File: src/hdl/htfc_pkg.sv
package htfc_pkg;

   // Frame status codes as reported on the response channel.
   typedef enum logic [1:0] {
      STATUS_OK      = 2'd0,
      STATUS_RX_FAIL = 2'd1,
      STATUS_CRC_BAD = 2'd2
   } status_type;

   // One finished frame, handed from the byte checker to the scaling pipeline.
   typedef struct packed {
      status_type  status;
      logic [15:0] raw_temperature;
      logic [15:0] raw_humidity;
   } job_type;

endpackage

File: src/hdl/htfc_if.sv
interface htfc_req_if;
   logic       valid;
   logic       ready;
   logic [7:0] byte_value;
   logic       frame_start;
   logic       receive_failed;

   modport source (output valid, byte_value, frame_start, receive_failed, input ready);
   modport sink   (input valid, byte_value, frame_start, receive_failed, output ready);
endinterface

interface htfc_rsp_if;
   logic               valid;
   logic               ready;
   logic [1:0]         status;
   logic signed [14:0] temperature_centi;
   logic [13:0]        humidity_centi;
   logic [15:0]        raw_temperature;
   logic [15:0]        raw_humidity;

   modport source (output valid, status, temperature_centi, humidity_centi,
                   raw_temperature, raw_humidity, input ready);
   modport sink   (input valid, status, temperature_centi, humidity_centi,
                   raw_temperature, raw_humidity, output ready);
endinterface

File: src/hdl/humidity_temp_frame_checker_top.sv
// Sensor frame checker: one frame byte per request, one response per frame.
// Throughput: one request per clock, sustained, while responses are taken.
// The response for a frame's last byte (or a failed receive) passes, once that request is
// accepted, through the queue (written at the accepting edge), then the multiply stage,
// the divide stage and the output register.
// Reset (synchronous, active high) empties the queue and pipeline and restarts at byte 0.
module humidity_temp_frame_checker_top #(
   parameter int QueueDepth = 2
) (
   input  logic       clock,
   input  logic       reset,
   htfc_req_if.sink   req_ch,
   htfc_rsp_if.source rsp_ch
);
   import htfc_pkg::*;

   // The front end walks the six frame bytes: temperature MSB, LSB and CRC,
   // then humidity MSB, LSB and CRC. It keeps the running CRC-8 (poly 0x31,
   // seed 0xFF) and decides the frame status. It takes a request whenever the
   // queue has room, so the request side waits on the arithmetic only once the queue is full.
   logic    push;
   job_type push_job;
   logic    queue_full;
   logic    queue_not_empty;
   job_type head_job;
   logic    job_take;

   htfc_front u_front (
      .clock      (clock),
      .reset      (reset),
      .req_ch     (req_ch),
      .queue_full (queue_full),
      .push       (push),
      .push_job   (push_job)
   );

   // A short queue of finished frames decouples the byte checker from the
   // scaling pipeline, so a stalled response side only holds off requests once
   // the queue fills.
   htfc_fifo #(
      .Depth (QueueDepth)
   ) u_fifo (
      .clock     (clock),
      .reset     (reset),
      .push      (push),
      .push_job  (push_job),
      .pop       (job_take),
      .full      (queue_full),
      .not_empty (queue_not_empty),
      .head_job  (head_job)
   );

   // The back end scales the raw words to hundredths: one constant multiply,
   // then a divide by 65535 done as an estimate plus a single correction, and
   // a registered response. Values are forced to zero unless the status is ok.
   htfc_scale u_scale (
      .clock     (clock),
      .reset     (reset),
      .job_valid (queue_not_empty),
      .job       (head_job),
      .job_take  (job_take),
      .rsp_ch    (rsp_ch)
   );

endmodule

File: src/hdl/htfc_front.sv
module htfc_front (
   input  logic             clock,
   input  logic             reset,
   htfc_req_if.sink         req_ch,
   input  logic             queue_full,
   output logic             push,
   output htfc_pkg::job_type push_job
);
   import htfc_pkg::*;

   localparam logic [7:0] CrcPoly  = 8'h31;
   localparam logic [7:0] CrcInit  = 8'hFF;
   localparam logic [2:0] LastByte = 3'd5;

   // CRC-8, MSB first, no reflection, no final XOR.
   function automatic logic [7:0] crc_update(input logic [7:0] crc, input logic [7:0] data);
      logic [7:0] r;
      r = crc ^ data;
      for (int k = 0; k < 8; k++) begin
         r = r[7] ? ((r << 1) ^ CrcPoly) : (r << 1);
      end
      return r;
   endfunction

   logic [2:0]  pos_ff, pos_in, pos_eff;
   logic [7:0]  crc_ff, crc_in, crc_eff;
   logic [15:0] temp_word_ff, temp_word_in;
   logic [15:0] hum_word_ff, hum_word_in;
   logic        first_good_ff, first_good_in;
   logic        accept;
   logic        restart;

   assign req_ch.ready = !queue_full;
   assign accept       = req_ch.valid && req_ch.ready;
   assign restart      = req_ch.frame_start || (pos_ff > LastByte);
   assign pos_eff      = restart ? 3'd0 : pos_ff;
   assign crc_eff      = restart ? CrcInit : crc_ff;

   always_comb begin
      pos_in        = pos_ff;
      crc_in        = crc_ff;
      temp_word_in  = temp_word_ff;
      hum_word_in   = hum_word_ff;
      first_good_in = first_good_ff;
      push          = 1'b0;
      push_job      = '{status: STATUS_OK, raw_temperature: 16'd0, raw_humidity: 16'd0};
      if (accept) begin
         if (req_ch.receive_failed) begin
            pos_in          = 3'd0;
            crc_in          = CrcInit;
            push            = 1'b1;
            push_job.status = STATUS_RX_FAIL;
         end else begin
            pos_in = pos_eff + 3'd1;
            case (pos_eff)
               3'd0: begin
                  temp_word_in = {req_ch.byte_value, 8'h00};
                  crc_in       = crc_update(crc_eff, req_ch.byte_value);
               end
               3'd1: begin
                  temp_word_in = {temp_word_ff[15:8], req_ch.byte_value};
                  crc_in       = crc_update(crc_eff, req_ch.byte_value);
               end
               3'd2: begin
                  first_good_in = (crc_eff == req_ch.byte_value);
                  crc_in        = CrcInit;
               end
               3'd3: begin
                  hum_word_in = {req_ch.byte_value, 8'h00};
                  crc_in      = crc_update(crc_eff, req_ch.byte_value);
               end
               3'd4: begin
                  hum_word_in = {hum_word_ff[15:8], req_ch.byte_value};
                  crc_in      = crc_update(crc_eff, req_ch.byte_value);
               end
               default: begin
                  pos_in                   = 3'd0;
                  crc_in                   = CrcInit;
                  push                     = 1'b1;
                  push_job.raw_temperature = temp_word_ff;
                  push_job.raw_humidity    = hum_word_ff;
                  push_job.status = (first_good_ff && (crc_eff == req_ch.byte_value))
                                    ? STATUS_OK : STATUS_CRC_BAD;
               end
            endcase
         end
      end
   end

   always_ff @(posedge clock) begin
      if (reset) begin
         pos_ff        <= 3'd0;
         crc_ff        <= CrcInit;
         temp_word_ff  <= 16'd0;
         hum_word_ff   <= 16'd0;
         first_good_ff <= 1'b0;
      end else begin
         pos_ff        <= pos_in;
         crc_ff        <= crc_in;
         temp_word_ff  <= temp_word_in;
         hum_word_ff   <= hum_word_in;
         first_good_ff <= first_good_in;
      end
   end

endmodule

File: src/hdl/htfc_fifo.sv
module htfc_fifo #(
   parameter int Depth = 2
) (
   input  logic              clock,
   input  logic              reset,
   input  logic              push,
   input  htfc_pkg::job_type push_job,
   input  logic              pop,
   output logic              full,
   output logic              not_empty,
   output htfc_pkg::job_type head_job
);
   import htfc_pkg::*;

   localparam int PtrWidth = (Depth > 1) ? $clog2(Depth) : 1;
   localparam int CntWidth = $clog2(Depth + 1);
   localparam logic [PtrWidth-1:0] LastPtr = PtrWidth'(Depth - 1);
   localparam logic [CntWidth-1:0] FullCnt = CntWidth'(Depth);

   job_type               store [Depth];
   logic [PtrWidth-1:0]   wr_ptr_ff, wr_ptr_in;
   logic [PtrWidth-1:0]   rd_ptr_ff, rd_ptr_in;
   logic [CntWidth-1:0]   count_ff, count_in;

   assign full      = (count_ff == FullCnt);
   assign not_empty = (count_ff != '0);
   assign head_job  = store[rd_ptr_ff];

   always_comb begin
      wr_ptr_in = wr_ptr_ff;
      rd_ptr_in = rd_ptr_ff;
      count_in  = count_ff;
      if (push) begin
         wr_ptr_in = (wr_ptr_ff == LastPtr) ? '0 : wr_ptr_ff + 1'b1;
      end
      if (pop) begin
         rd_ptr_in = (rd_ptr_ff == LastPtr) ? '0 : rd_ptr_ff + 1'b1;
      end
      if (push && !pop) begin
         count_in = count_ff + 1'b1;
      end else if (pop && !push) begin
         count_in = count_ff - 1'b1;
      end
   end

   always_ff @(posedge clock) begin
      if (push) begin
         store[wr_ptr_ff] <= push_job;
      end
   end

   always_ff @(posedge clock) begin
      if (reset) begin
         wr_ptr_ff <= '0;
         rd_ptr_ff <= '0;
         count_ff  <= '0;
      end else begin
         wr_ptr_ff <= wr_ptr_in;
         rd_ptr_ff <= rd_ptr_in;
         count_ff  <= count_in;
      end
   end

endmodule

File: src/hdl/htfc_scale.sv
module htfc_scale (
   input  logic              clock,
   input  logic              reset,
   input  logic              job_valid,
   input  htfc_pkg::job_type job,
   output logic              job_take,
   htfc_rsp_if.source        rsp_ch
);
   import htfc_pkg::*;

   localparam logic [14:0] TempGain   = 15'd17500;
   localparam logic [13:0] HumGain    = 14'd10000;
   localparam logic [14:0] TempOffset = 15'd4500;
   localparam logic [16:0] Divisor    = 17'd65535;

   // Stage 1: products.
   logic        v1_ff;
   job_type     job1_ff;
   logic [30:0] tprod1_ff;
   logic [29:0] hprod1_ff;

   // Stage 2: quotient estimates and remainders for the divide by 65535.
   logic        v2_ff;
   job_type     job2_ff;
   logic [14:0] tq2_ff, tq2_in;
   logic [13:0] hq2_ff, hq2_in;
   logic [16:0] tr2_ff, tr2_in;
   logic [16:0] hr2_ff, hr2_in;

   // Stage 3: response register.
   logic               v3_ff;
   status_type         status3_ff;
   logic signed [14:0] temp3_ff, temp3_in;
   logic [13:0]        hum3_ff, hum3_in;
   logic [15:0]        rawt3_ff, rawh3_ff;

   logic        ready1, ready2, ready3;
   logic [31:0] tsum;
   logic [30:0] hsum;
   logic [30:0] trem_full;
   logic [29:0] hrem_full;
   logic [14:0] tq_fix;
   logic [13:0] hq_fix;

   assign ready3   = !v3_ff || rsp_ch.ready;
   assign ready2   = !v2_ff || ready3;
   assign ready1   = !v1_ff || ready2;
   assign job_take = job_valid && ready1;

   // x / 65535 ~ (x + x/65536) / 65536; never above the true quotient, at most one below.
   always_comb begin
      tsum      = {1'b0, tprod1_ff} + {17'd0, tprod1_ff[30:16]};
      hsum      = {1'b0, hprod1_ff} + {17'd0, hprod1_ff[29:16]};
      tq2_in    = tsum[30:16];
      hq2_in    = hsum[29:16];
      trem_full = tprod1_ff - {tq2_in, 16'd0} + {16'd0, tq2_in};
      hrem_full = hprod1_ff - {hq2_in, 16'd0} + {16'd0, hq2_in};
      tr2_in    = trem_full[16:0];
      hr2_in    = hrem_full[16:0];
   end

   always_comb begin
      tq_fix   = tq2_ff + ((tr2_ff >= Divisor) ? 15'd1 : 15'd0);
      hq_fix   = hq2_ff + ((hr2_ff >= Divisor) ? 14'd1 : 14'd0);
      temp3_in = '0;
      hum3_in  = '0;
      if (job2_ff.status == STATUS_OK) begin
         temp3_in = $signed(tq_fix - TempOffset);
         hum3_in  = hq_fix;
      end
   end

   always_ff @(posedge clock) begin
      if (ready1) begin
         job1_ff   <= job;
         tprod1_ff <= {15'd0, job.raw_temperature} * {16'd0, TempGain};
         hprod1_ff <= {14'd0, job.raw_humidity} * {16'd0, HumGain};
      end
      if (ready2) begin
         job2_ff <= job1_ff;
         tq2_ff  <= tq2_in;
         hq2_ff  <= hq2_in;
         tr2_ff  <= tr2_in;
         hr2_ff  <= hr2_in;
      end
      if (ready3) begin
         status3_ff <= job2_ff.status;
         temp3_ff   <= temp3_in;
         hum3_ff    <= hum3_in;
         rawt3_ff   <= job2_ff.raw_temperature;
         rawh3_ff   <= job2_ff.raw_humidity;
      end
   end

   always_ff @(posedge clock) begin
      if (reset) begin
         v1_ff <= 1'b0;
         v2_ff <= 1'b0;
         v3_ff <= 1'b0;
      end else begin
         if (ready1) v1_ff <= job_take;
         if (ready2) v2_ff <= v1_ff;
         if (ready3) v3_ff <= v2_ff;
      end
   end

   assign rsp_ch.valid             = v3_ff;
   assign rsp_ch.status            = status3_ff;
   assign rsp_ch.temperature_centi = temp3_ff;
   assign rsp_ch.humidity_centi    = hum3_ff;
   assign rsp_ch.raw_temperature   = rawt3_ff;
   assign rsp_ch.raw_humidity      = rawh3_ff;

endmodule
File: src/flat_wrapper.sv
// flat-port wrapper written by rule: the top's interface ports become plain ports
module humidity_temp_frame_checker_top_flat import htfc_pkg::*;
#(
   parameter int QueueDepth = 2
)
  (clock, reset, req_ch_valid, req_ch_byte_value, req_ch_frame_start, req_ch_receive_failed, req_ch_ready, rsp_ch_valid, rsp_ch_status, rsp_ch_temperature_centi, rsp_ch_humidity_centi, rsp_ch_raw_temperature, rsp_ch_raw_humidity, rsp_ch_ready);
  htfc_req_if req_ch_i ();
  htfc_rsp_if rsp_ch_i ();
  input  logic clock;
  input  logic reset;
  input wire logic [$bits(req_ch_i.valid)-1:0] req_ch_valid;
  input wire logic [$bits(req_ch_i.byte_value)-1:0] req_ch_byte_value;
  input wire logic [$bits(req_ch_i.frame_start)-1:0] req_ch_frame_start;
  input wire logic [$bits(req_ch_i.receive_failed)-1:0] req_ch_receive_failed;
  output wire logic [$bits(req_ch_i.ready)-1:0] req_ch_ready;
  output wire logic [$bits(rsp_ch_i.valid)-1:0] rsp_ch_valid;
  output wire logic [$bits(rsp_ch_i.status)-1:0] rsp_ch_status;
  output wire logic [$bits(rsp_ch_i.temperature_centi)-1:0] rsp_ch_temperature_centi;
  output wire logic [$bits(rsp_ch_i.humidity_centi)-1:0] rsp_ch_humidity_centi;
  output wire logic [$bits(rsp_ch_i.raw_temperature)-1:0] rsp_ch_raw_temperature;
  output wire logic [$bits(rsp_ch_i.raw_humidity)-1:0] rsp_ch_raw_humidity;
  input wire logic [$bits(rsp_ch_i.ready)-1:0] rsp_ch_ready;
  assign req_ch_i.valid = req_ch_valid;
  assign req_ch_i.byte_value = req_ch_byte_value;
  assign req_ch_i.frame_start = req_ch_frame_start;
  assign req_ch_i.receive_failed = req_ch_receive_failed;
  assign req_ch_ready = req_ch_i.ready;
  assign rsp_ch_valid = rsp_ch_i.valid;
  assign rsp_ch_status = rsp_ch_i.status;
  assign rsp_ch_temperature_centi = rsp_ch_i.temperature_centi;
  assign rsp_ch_humidity_centi = rsp_ch_i.humidity_centi;
  assign rsp_ch_raw_temperature = rsp_ch_i.raw_temperature;
  assign rsp_ch_raw_humidity = rsp_ch_i.raw_humidity;
  assign rsp_ch_i.ready = rsp_ch_ready;
  humidity_temp_frame_checker_top #(.QueueDepth(QueueDepth)) u_core (.clock(clock), .reset(reset), .req_ch(req_ch_i), .rsp_ch(rsp_ch_i));
endmodule
File: config.mk
export PLATFORM = sky130hd
export DESIGN_NAME = humidity_temp_frame_checker_top_flat
export DESIGN_NICKNAME = d
export VERILOG_FILES = /design/src/hdl/htfc_pkg.sv /design/src/hdl/htfc_if.sv /design/src/hdl/humidity_temp_frame_checker_top.sv /design/src/hdl/htfc_front.sv /design/src/hdl/htfc_fifo.sv /design/src/hdl/htfc_scale.sv /design/src/flat_wrapper.sv
export SDC_FILE = /design/constraint.sdc
export NUM_CORES = 1
export LEC_CHECK = 0
export BUFFER_PORTS_ARGS = -buffer_cell sky130_fd_sc_hd__buf_2
export CORE_AREA = 10 10 192 194
export CTS_CLUSTER_DIAMETER = 120
export DETAILED_ROUTE_END_ITERATION = 10
export DIE_AREA = 0 0 202 204
export GPL_TIMING_DRIVEN = 0
export PLACE_DENSITY = 0.81
export SYNTH_ARGS = -nofsm -noshare
export SYNTH_HDL_FRONTEND = slang
export SYNTH_SLANG_ARGS = --single-unit
File: constraint.sdc
create_clock -name clock -period 12.8 [get_ports clock]
set_clock_uncertainty 0.1 [all_clocks]
set_input_delay 2.56 -clock clock [delete_from_list [all_inputs] [get_ports clock]]
set_output_delay 2.56 -clock clock [all_outputs]
set_load 0.02 [all_outputs]
==> results.sh, run 1 <==
export IMPL_run_status="finished, final reports clean"
export IMPL_stdcell_count=2496
export IMPL_rsz0062_at_grt="false"
export IMPL_worstPathArrival_ns=7.43
export IMPL_dp_hpwl_mm=31.70
export IMPL_area_delta_synth_final_pct=10.52
export IMPL_async_reset_ff_share_pct=0
export IMPL_fin_area_sq_um=24130
export IMPL_grt_pass1_wl_mm=69.97
export IMPL_cts_made_buffers=36
export IMPL_max_cap_violations=0
export IMPL_finalCritPeriodShare_pct=56.71
export IMPL_tightest_slew_ns=0.9871
export IMPL_setup_viol=0
export IMPL_die_width_um=202
export IMPL_die_area_sq_um=41210
export IMPL_fill_cells=2198
export IMPL_path_clk_slew_ns=0.06
export IMPL_period_needed_ns=7.259
export IMPL_drive_gt1_share_pct=7.959
export IMPL_fp_dieH_um=204
export IMPL_cpMaxStageDelayCell="clkbuf_1"
export IMPL_antenna_found_initial=0
export IMPL_critPathMaxStageDelay_ns=0.72
export IMPL_syn_num_nets=2256
export IMPL_cts_root_buffer="clkbuf_16"
export IMPL_ys_types=70
export IMPL_routed_wl_mm=42.45
export IMPL_rows=67
export IMPL_num_antenna_cells=0
export IMPL_routedWlPerCell_um=17.01
export IMPL_clock_path_buffers=3
export IMPL_worst_setup_path_start_kind="flop"
export IMPL_hold_violations=0
export IMPL_fmaxAchievable_ghz=0.1378
export IMPL_ys_seq_elements=360
export IMPL_drc=0
export IMPL_yosys_top_cells_count="inv_1 (322), edfxtp_1 (308), ha_1 (252)"
export IMPL_cp_required_ns=12.97
export IMPL_initial_utilization_pct=65.95
export IMPL_via_count=14010
export IMPL_cts_setup_buffers=0
export IMPL_finalMaxSlewViolations=0
export IMPL_critPathMaxFanout=10
export IMPL_whs_ns=0.3143
export IMPL_grt_pass1_vias=14290
export IMPL_synth_top_area_share_pct=42.35
export IMPL_cts_max_level=2
export IMPL_cts_resized=0
export IMPL_hold_path_class="flop to flop"
export IMPL_yosys_warnings=0
export IMPL_synth_edf_count=308
export IMPL_postSynthAreaPerCell_sq_um=11.43
export IMPL_grt_overflow=0
export IMPL_cp_common_cell="inv_1"
export IMPL_io_pins=79
export IMPL_drt_iter0_markers=756
export IMPL_netlist_instances=1910
export IMPL_synthTopCellsByArea="edfxtp_1 (42%), ha_1 (14%), fa_1 (7.3%), inv_1 (5.5%), dfxtp_1 (4.8%)"
export IMPL_coreArea_sq_um=33110
export IMPL_nets=2368
export IMPL_cts_tree="done"
export IMPL_cts_hold_fix_buffers=0
export IMPL_crit_chain="clkbuf_1 -> clkbuf_1 -> mux2i_1 -> inv_1 -> ha_1 -> inv_1 -> fa_1 -> inv_1 -> ha_1 -> fa_1 -> inv_1 -> fa_1 -> inv_1 -> ha_1 -> a2111oi_0 -> o21ai_2 -> a31oi_4 -> o21ai_2 -> a2111o_1 -> nand4_1 -> or3b_1"
export IMPL_grt_start_max_net_pins=68
export IMPL_portBuffers=72
export IMPL_synthFlopType="edfxtp_1"
export IMPL_post_drt_via_cell_ratio=5.614
export IMPL_postPlaceCellArea_sq_um=22850
export IMPL_maxSlewHeadroom_pct=34.04
export IMPL_yosysTopAreaCell="edfxtp_1"
export IMPL_numClockSinks=360
export IMPL_synth_area_sq_um=21840
export IMPL_grtUsageTotal_pct=20.69
export IMPL_critPathKind="flop to flop"
export IMPL_ant_nets=0
export IMPL_drt_pass1_iter_count=5
export IMPL_yosysMostFrequentCell="inv_1"
export IMPL_setup_tns_ns=0
export IMPL_seq_area_frac_synth_pct=47.12
export IMPL_clock_latency_ns=0.53
export IMPL_end_kind="flop"
export IMPL_dp_cells=2432
export IMPL_place_gp_congestion=0.8880
==> layout make-up <==
cell class,count,area [sq um],share of cell area (%)
Buffer,34,131.4,0.5444
Tap cell,448,560.5,2.323
Inverter,322,1211,5.018
Multi-Input combinational cell,1194,10240,42.44
Clock inverter,20,257.7,1.068
Timing Repair Buffer,74,415.4,1.721
Clock buffer,44,1026,4.251
Sequential cell,360,10290,42.64
==> path summary, 6_finish.rpt <==
check / from / endpoint / slack (ns) / depth (start not counted)
worst min-delay path: u_core.u_scale.job1_ff[6] / u_core.u_scale.job2_ff[6] / 0.31 / 0
worst max-delay path: flop / u_core.u_scale.tprod1_ff[29] / 5.54 / 21
worst max register to register: flop / u_core.u_scale.tprod1_ff[29] / 5.54 / 21
worst min register to register: u_core.u_scale.job1_ff[6] / u_core.u_scale.job2_ff[6] / 0.31 / 0
==> cell usage in the layout, fill, tap and decap left out, types with 9 or more instances in the layout <==
master,netlist,final
inv_1,322,321
edfxtp_1,308,308
ha_1,252,252
nor2_1,133,131
xnor2_1,96,96
a21oi_1,83,83
fa_1,80,80
buf_2,1,73
nand2_1,70,69
dfxtp_1,52,52
and3_1,48,48
nand3_1,44,43
xor2_1,43,43
mux2i_1,40,40
clkbuf_16,0,40
clkbuf_1,29,32
o21ai_0,27,27
nor3_1,27,27
o21a_1,20,20
a21o_1,19,19
nand4_1,16,16
nand2b_1,15,15
and2_1,13,13
nor2b_1,12,12
o22ai_1,11,11
mux2_2,11,11
o21ai_1,10,10
o21bai_1,10,10
a211oi_1,9,9
a22oi_1,9,9
==> through the flow <==
step	utilization [%]	worst slack, ns
CTS	72.88	5.567
global route	72.88	5.209
global placement	68.73	4.896
finish	72.88	5.541
detailed placement	69.01	5.700
floorplan	-	6.278
==> worst max-delay path, delay by kind of cell, from the launching register on <==
kind	cells	cell delay (ns)
AND/OR/NAND/NOR	2	0.45
adder cells (fa/ha/maj)	6	2.43
flip-flops	1	0.33
buffers and inverters	7	1.56
multiplexers	1	0.47
AO/OA/AOI/OAI	5	1.66
==> flip-flops by register name, summed over array words and instances, names as in the netlist, 16 cells and up, named ones only <==
signal / flops
u_core.u_fifo.store: 68
u_core.u_front.hum_word_ff: 16
u_core.u_front.temp_word_ff: 16
u_core.u_scale.hprod1_ff: 22
u_core.u_scale.job1_ff: 34
u_core.u_scale.job2_ff: 34
u_core.u_scale.rsp_ch.raw_humidity: 16
u_core.u_scale.rsp_ch.raw_temperature: 16
u_core.u_scale.tprod1_ff: 28
==> cell families after synthesis <==
group	after synthesis	share of synthesized area (%)
DFF	360	47.12
AOI/OAI and AO/OA	252	7.540
xor gates and xnor gates	139	5.575
buffers and inverters	356	6.136
adders and majority gates	332	21.77
muxes	51	2.401
and+or+nand+nor	420	9.454
==> routing by layer <==
layer | global-route usage, % | routed length [um] | up-vias
li1 | - | - | 6842
met1 | 25.87 | 18510 | 6722
met2 | 36.14 | 20640 | 366
met3 | 3.376 | 2123 | 83
met4 | 6.577 | 1171 | 0
met5 | 0 | 0 | -
Power of run 1 is left out: the tool's default activity adds up to more than one toggle a clock period on the data nets, which glitch-free logic cannot reach.
==> run 2, diff against run 1 <==
--- a/config.mk
+++ b/config.mk
@@ -5,13 +5,14 @@
 export SDC_FILE = /design/constraint.sdc
 export NUM_CORES = 1
 export LEC_CHECK = 0
+export ABC_AREA = 1
 export BUFFER_PORTS_ARGS = -buffer_cell sky130_fd_sc_hd__buf_2
-export CORE_AREA = 10 10 192 194
+export CORE_AREA = 10 10 200 202
 export CTS_CLUSTER_DIAMETER = 120
 export DETAILED_ROUTE_END_ITERATION = 10
-export DIE_AREA = 0 0 202 204
+export DIE_AREA = 0 0 210 212
 export GPL_TIMING_DRIVEN = 0
-export PLACE_DENSITY = 0.81
+export PLACE_DENSITY = 0.77
 export SYNTH_ARGS = -nofsm -noshare
 export SYNTH_HDL_FRONTEND = slang
 export SYNTH_SLANG_ARGS = --single-unit
==> constraint.sdc (replaced) <==
create_clock -name clock -period 6.8 [get_ports clock]
set_clock_uncertainty 0.1 [all_clocks]
set_input_delay 1.36 -clock clock [delete_from_list [all_inputs] [get_ports clock]]
set_output_delay 1.36 -clock clock [all_outputs]
set_load 0.02 [all_outputs]
==> run 2 against run 1 <==
  * Register-to-register slack worse by 5.0 ns
  * Fmax up 16%
  * Via count up 9.9%
  * Largest cell class unchanged
  * Highest routed layer unchanged
==> results.sh, run 2 <==
export IMPL_run_status="finished, final reports clean"
export IMPL_fill_cells=2702
export IMPL_layout_commonest_cell="inv_1"
export IMPL_numClockSinks=360
export IMPL_synthTopCellsByArea="edfxtp_1 (41%), ha_1 (14%), inv_1 (8.2%), fa_1 (7.1%), nand2_1 (5.8%)"
export IMPL_cp_required_ns=6.97
export IMPL_grt_overflow=0
export IMPL_dp_hpwl_mm=36.11
export IMPL_final_cell_mix="inv_1 (486), nand2_1 (342), edfxtp_1 (308)"
export IMPL_routedWlPerCell_um=15.88
export IMPL_cts_tree="done"
export IMPL_hold_violations=0
export IMPL_nets=2734
export IMPL_io_pins=79
export IMPL_finalCritPeriodShare_pct=92.14
export IMPL_cts_max_level=2
export IMPL_die_area_sq_um=44520
export IMPL_top_register="u_core.u_fifo.store"
export IMPL_drt_pass1_iter_count=5
export IMPL_yosys_top_cells_count="inv_1 (487), nand2_1 (344), edfxtp_1 (308)"
export IMPL_whs_endpoint="u_core.u_scale.rsp_ch.raw_humidity[11]"
export IMPL_routed_wl_mm=45.78
export IMPL_period_needed_ns=6.265
export IMPL_grt_pass1_vias=15650
export IMPL_post_drt_via_cell_ratio=5.342
export IMPL_hold_path_class="flop to flop"
export IMPL_crit_chain="clkbuf_1 -> clkbuf_1 -> nand2_1 -> o21ai_0 -> inv_1 -> ha_1 -> inv_1 -> fa_1 -> inv_1 -> ha_1 -> fa_1 -> inv_1 -> fa_1 -> inv_1 -> ha_1 -> a21oi_1 -> o21ai_0 -> a21oi_1 -> o21ai_0 -> a21oi_1 -> o21ai_0 -> xor2_1"
export IMPL_place_gp_congestion=0.9503
export IMPL_cp_common_cell="inv_1"
export IMPL_via_count=15400
export IMPL_cts_setup_buffers=0
export IMPL_yosysMostFrequentCell="inv_1"
export IMPL_hold_path_startpoint="u_core.u_scale.job2_ff[11]"
export IMPL_critPathMaxStageDelay_ns=0.52
export IMPL_num_antenna_cells=0
export IMPL_die_width_um=210
export IMPL_synth_area_sq_um=22430
export IMPL_yosysTopAreaCell="edfxtp_1"
export IMPL_hold_depth=0
export IMPL_rsz0062_at_grt="false"
export IMPL_grt_start_max_net_pins=80
export IMPL_clock_path_buffers=3
export IMPL_dp_cells=2817
export IMPL_stdcell_count=2883
export IMPL_critPathMaxFanout=10
export IMPL_netlist_instances=2266
export IMPL_synth_top_area_share_pct=41.24
export IMPL_rr_worst_depth=22
export IMPL_grt_pass1_wl_mm=76.22
export IMPL_drive_gt1_share_pct=7.536
export IMPL_cts_root_buffer="clkbuf_16"
export IMPL_ys_types=48
export IMPL_cp_num_buf_inv=7
export IMPL_syn_num_nets=2612
export IMPL_finalMaxSlewViolations=0
export IMPL_drt_iter0_markers=891
export IMPL_postSynthAreaPerCell_sq_um=9.896
export IMPL_cts_hold_fix_buffers=0
export IMPL_postPlaceCellArea_sq_um=23560
export IMPL_worstPathArrival_ns=6.44
export IMPL_tightest_slew_ns=1.234
export IMPL_cts_resized=0
export IMPL_crit_family="adder cells"
export IMPL_rrSetupSlack_ns=0.53
export IMPL_seq_area_frac_synth_pct=45.89
export IMPL_setup_tns_ns=0
export IMPL_coreArea_sq_um=36080
export IMPL_largest_reg_flops=68
export IMPL_clock_latency_ns=0.54
export IMPL_antenna_found_initial=0
export IMPL_fp_dieH_um=212
export IMPL_biggestRegsByFlops="u_core.u_fifo.store: 68 flops, u_core.u_scale.job1_ff: 34 flops, u_core.u_scale.job2_ff: 34 flops"
export IMPL_area_delta_synth_final_pct=10.45
export IMPL_r2r_end="u_core.u_scale.tprod1_ff[25]"
export IMPL_fin_area_sq_um=24770
export IMPL_ant_nets=0
export IMPL_async_reset_ff_share_pct=0
export IMPL_synthFlopType="edfxtp_1"
export IMPL_fmaxAchievable_ghz=0.1596
export IMPL_max_cap_violations=0
export IMPL_yosys_warnings=0
export IMPL_critPathKind="flop to flop"
export IMPL_grtUsageTotal_pct=20.94
export IMPL_initial_utilization_pct=62.15
export IMPL_ys_seq_elements=360
export IMPL_setup_viol=0
export IMPL_drc=0
export IMPL_synth_edf_count=308
export IMPL_end_kind="flop"
export IMPL_cts_made_buffers=37
export IMPL_rows=70
export IMPL_worst_setup_path_start_kind="flop"
export IMPL_maxSlewHeadroom_pct=16.89
export IMPL_cpMaxStageDelayCell="fa_1"
export IMPL_portBuffers=78
export IMPL_path_clk_slew_ns=0.06
## run 2: cell types whose count changed in the layout (fill, tap and decap cells not counted), moves of 10 or more
cell | previous run | this run
mux2i_1 | 40 | 0
o22ai_1 | 11 | 1
nand2_1 | 69 | 342
and3_1 | 48 | 0
nand3_1 | 43 | 68
xor2_1 | 43 | 75
o21a_1 | 20 | 5
a21oi_1 | 83 | 153
xnor2_1 | 96 | 24
o21ai_0 | 27 | 101
and2_1 | 13 | 0
nand2b_1 | 15 | 0
nor2b_1 | 12 | 0
inv_1 | 321 | 486
## run 2: layout make-up
class	instances	area [sq um]	share of cell area (%)
timing repair buffer	83	513.0	2.071
sequential	360	10290	41.54
buffer	19	76.32	0.3081
tap	468	585.6	2.364
clock buffer	49	1045	4.218
inverter	490	1842	7.436
multi-input combinational	1397	10250	41.38
clock inverter	17	167.7	0.6769
## run 2: worst max-delay path by stage
stage / slack [ns] / cells past startpoint / end / startpoint
after floorplan: 0.21 / 10 / u_core.u_fifo.count_ff[1] / rsp_ch_ready
after global placement: -1.76 / 11 / u_core.u_fifo.count_ff[1] / rsp_ch_ready
after detailed placement: 0.55 / 22 / u_core.u_scale.tprod1_ff[25] / flop
after CTS: 0.50 / 22 / u_core.u_scale.tprod1_ff[25] / flop
after global routing: 0.03 / 22 / u_core.u_scale.tprod1_ff[25] / flop
final: 0.53 / 22 / u_core.u_scale.tprod1_ff[25] / flop
## run 2: stage by stage
| step | utilization [%] | hold WS [ns] | worst slack (ns) |
|---|---|---|---|
| after floorplan | - | 0.3003 | 0.2060 |
| after global placement | 64.85 | 0.3006 | -1.757 |
| after detailed placement | 65.28 | 0.3045 | 0.5507 |
| after CTS | 68.64 | 0.3182 | 0.4951 |
| after global routing | 68.64 | 0.3268 | 0.03044 |
| final | 68.64 | 0.3171 | 0.5346 |
## run 2: layer usage
metal | vias to the layer above | GRT usage, % | wire length, um
li1 | 7727 | - | -
met1 | 7200 | 26.21 | 20170
met2 | 376 | 36.21 | 21760
met3 | 99 | 3.125 | 2365
met4 | 0 | 7.591 | 1475
met5 | - | 0 | 0
## run 2: kinds of logic (layout without fill, tap and decap cells)
logic type / Yosys count / after routing / share of synthesized area [%]
fa+ha+maj: 332 / 332 / 21.20
simple gates: 632 / 632 / 11.84
mux: 11 / 11 / 0.5524
xor+xnor: 101 / 101 / 4.012
buf+inv: 509 / 658 / 8.542
compound gates: 321 / 321 / 7.967
flops: 360 / 360 / 45.89
Power of run 2 is left out for the same reason.
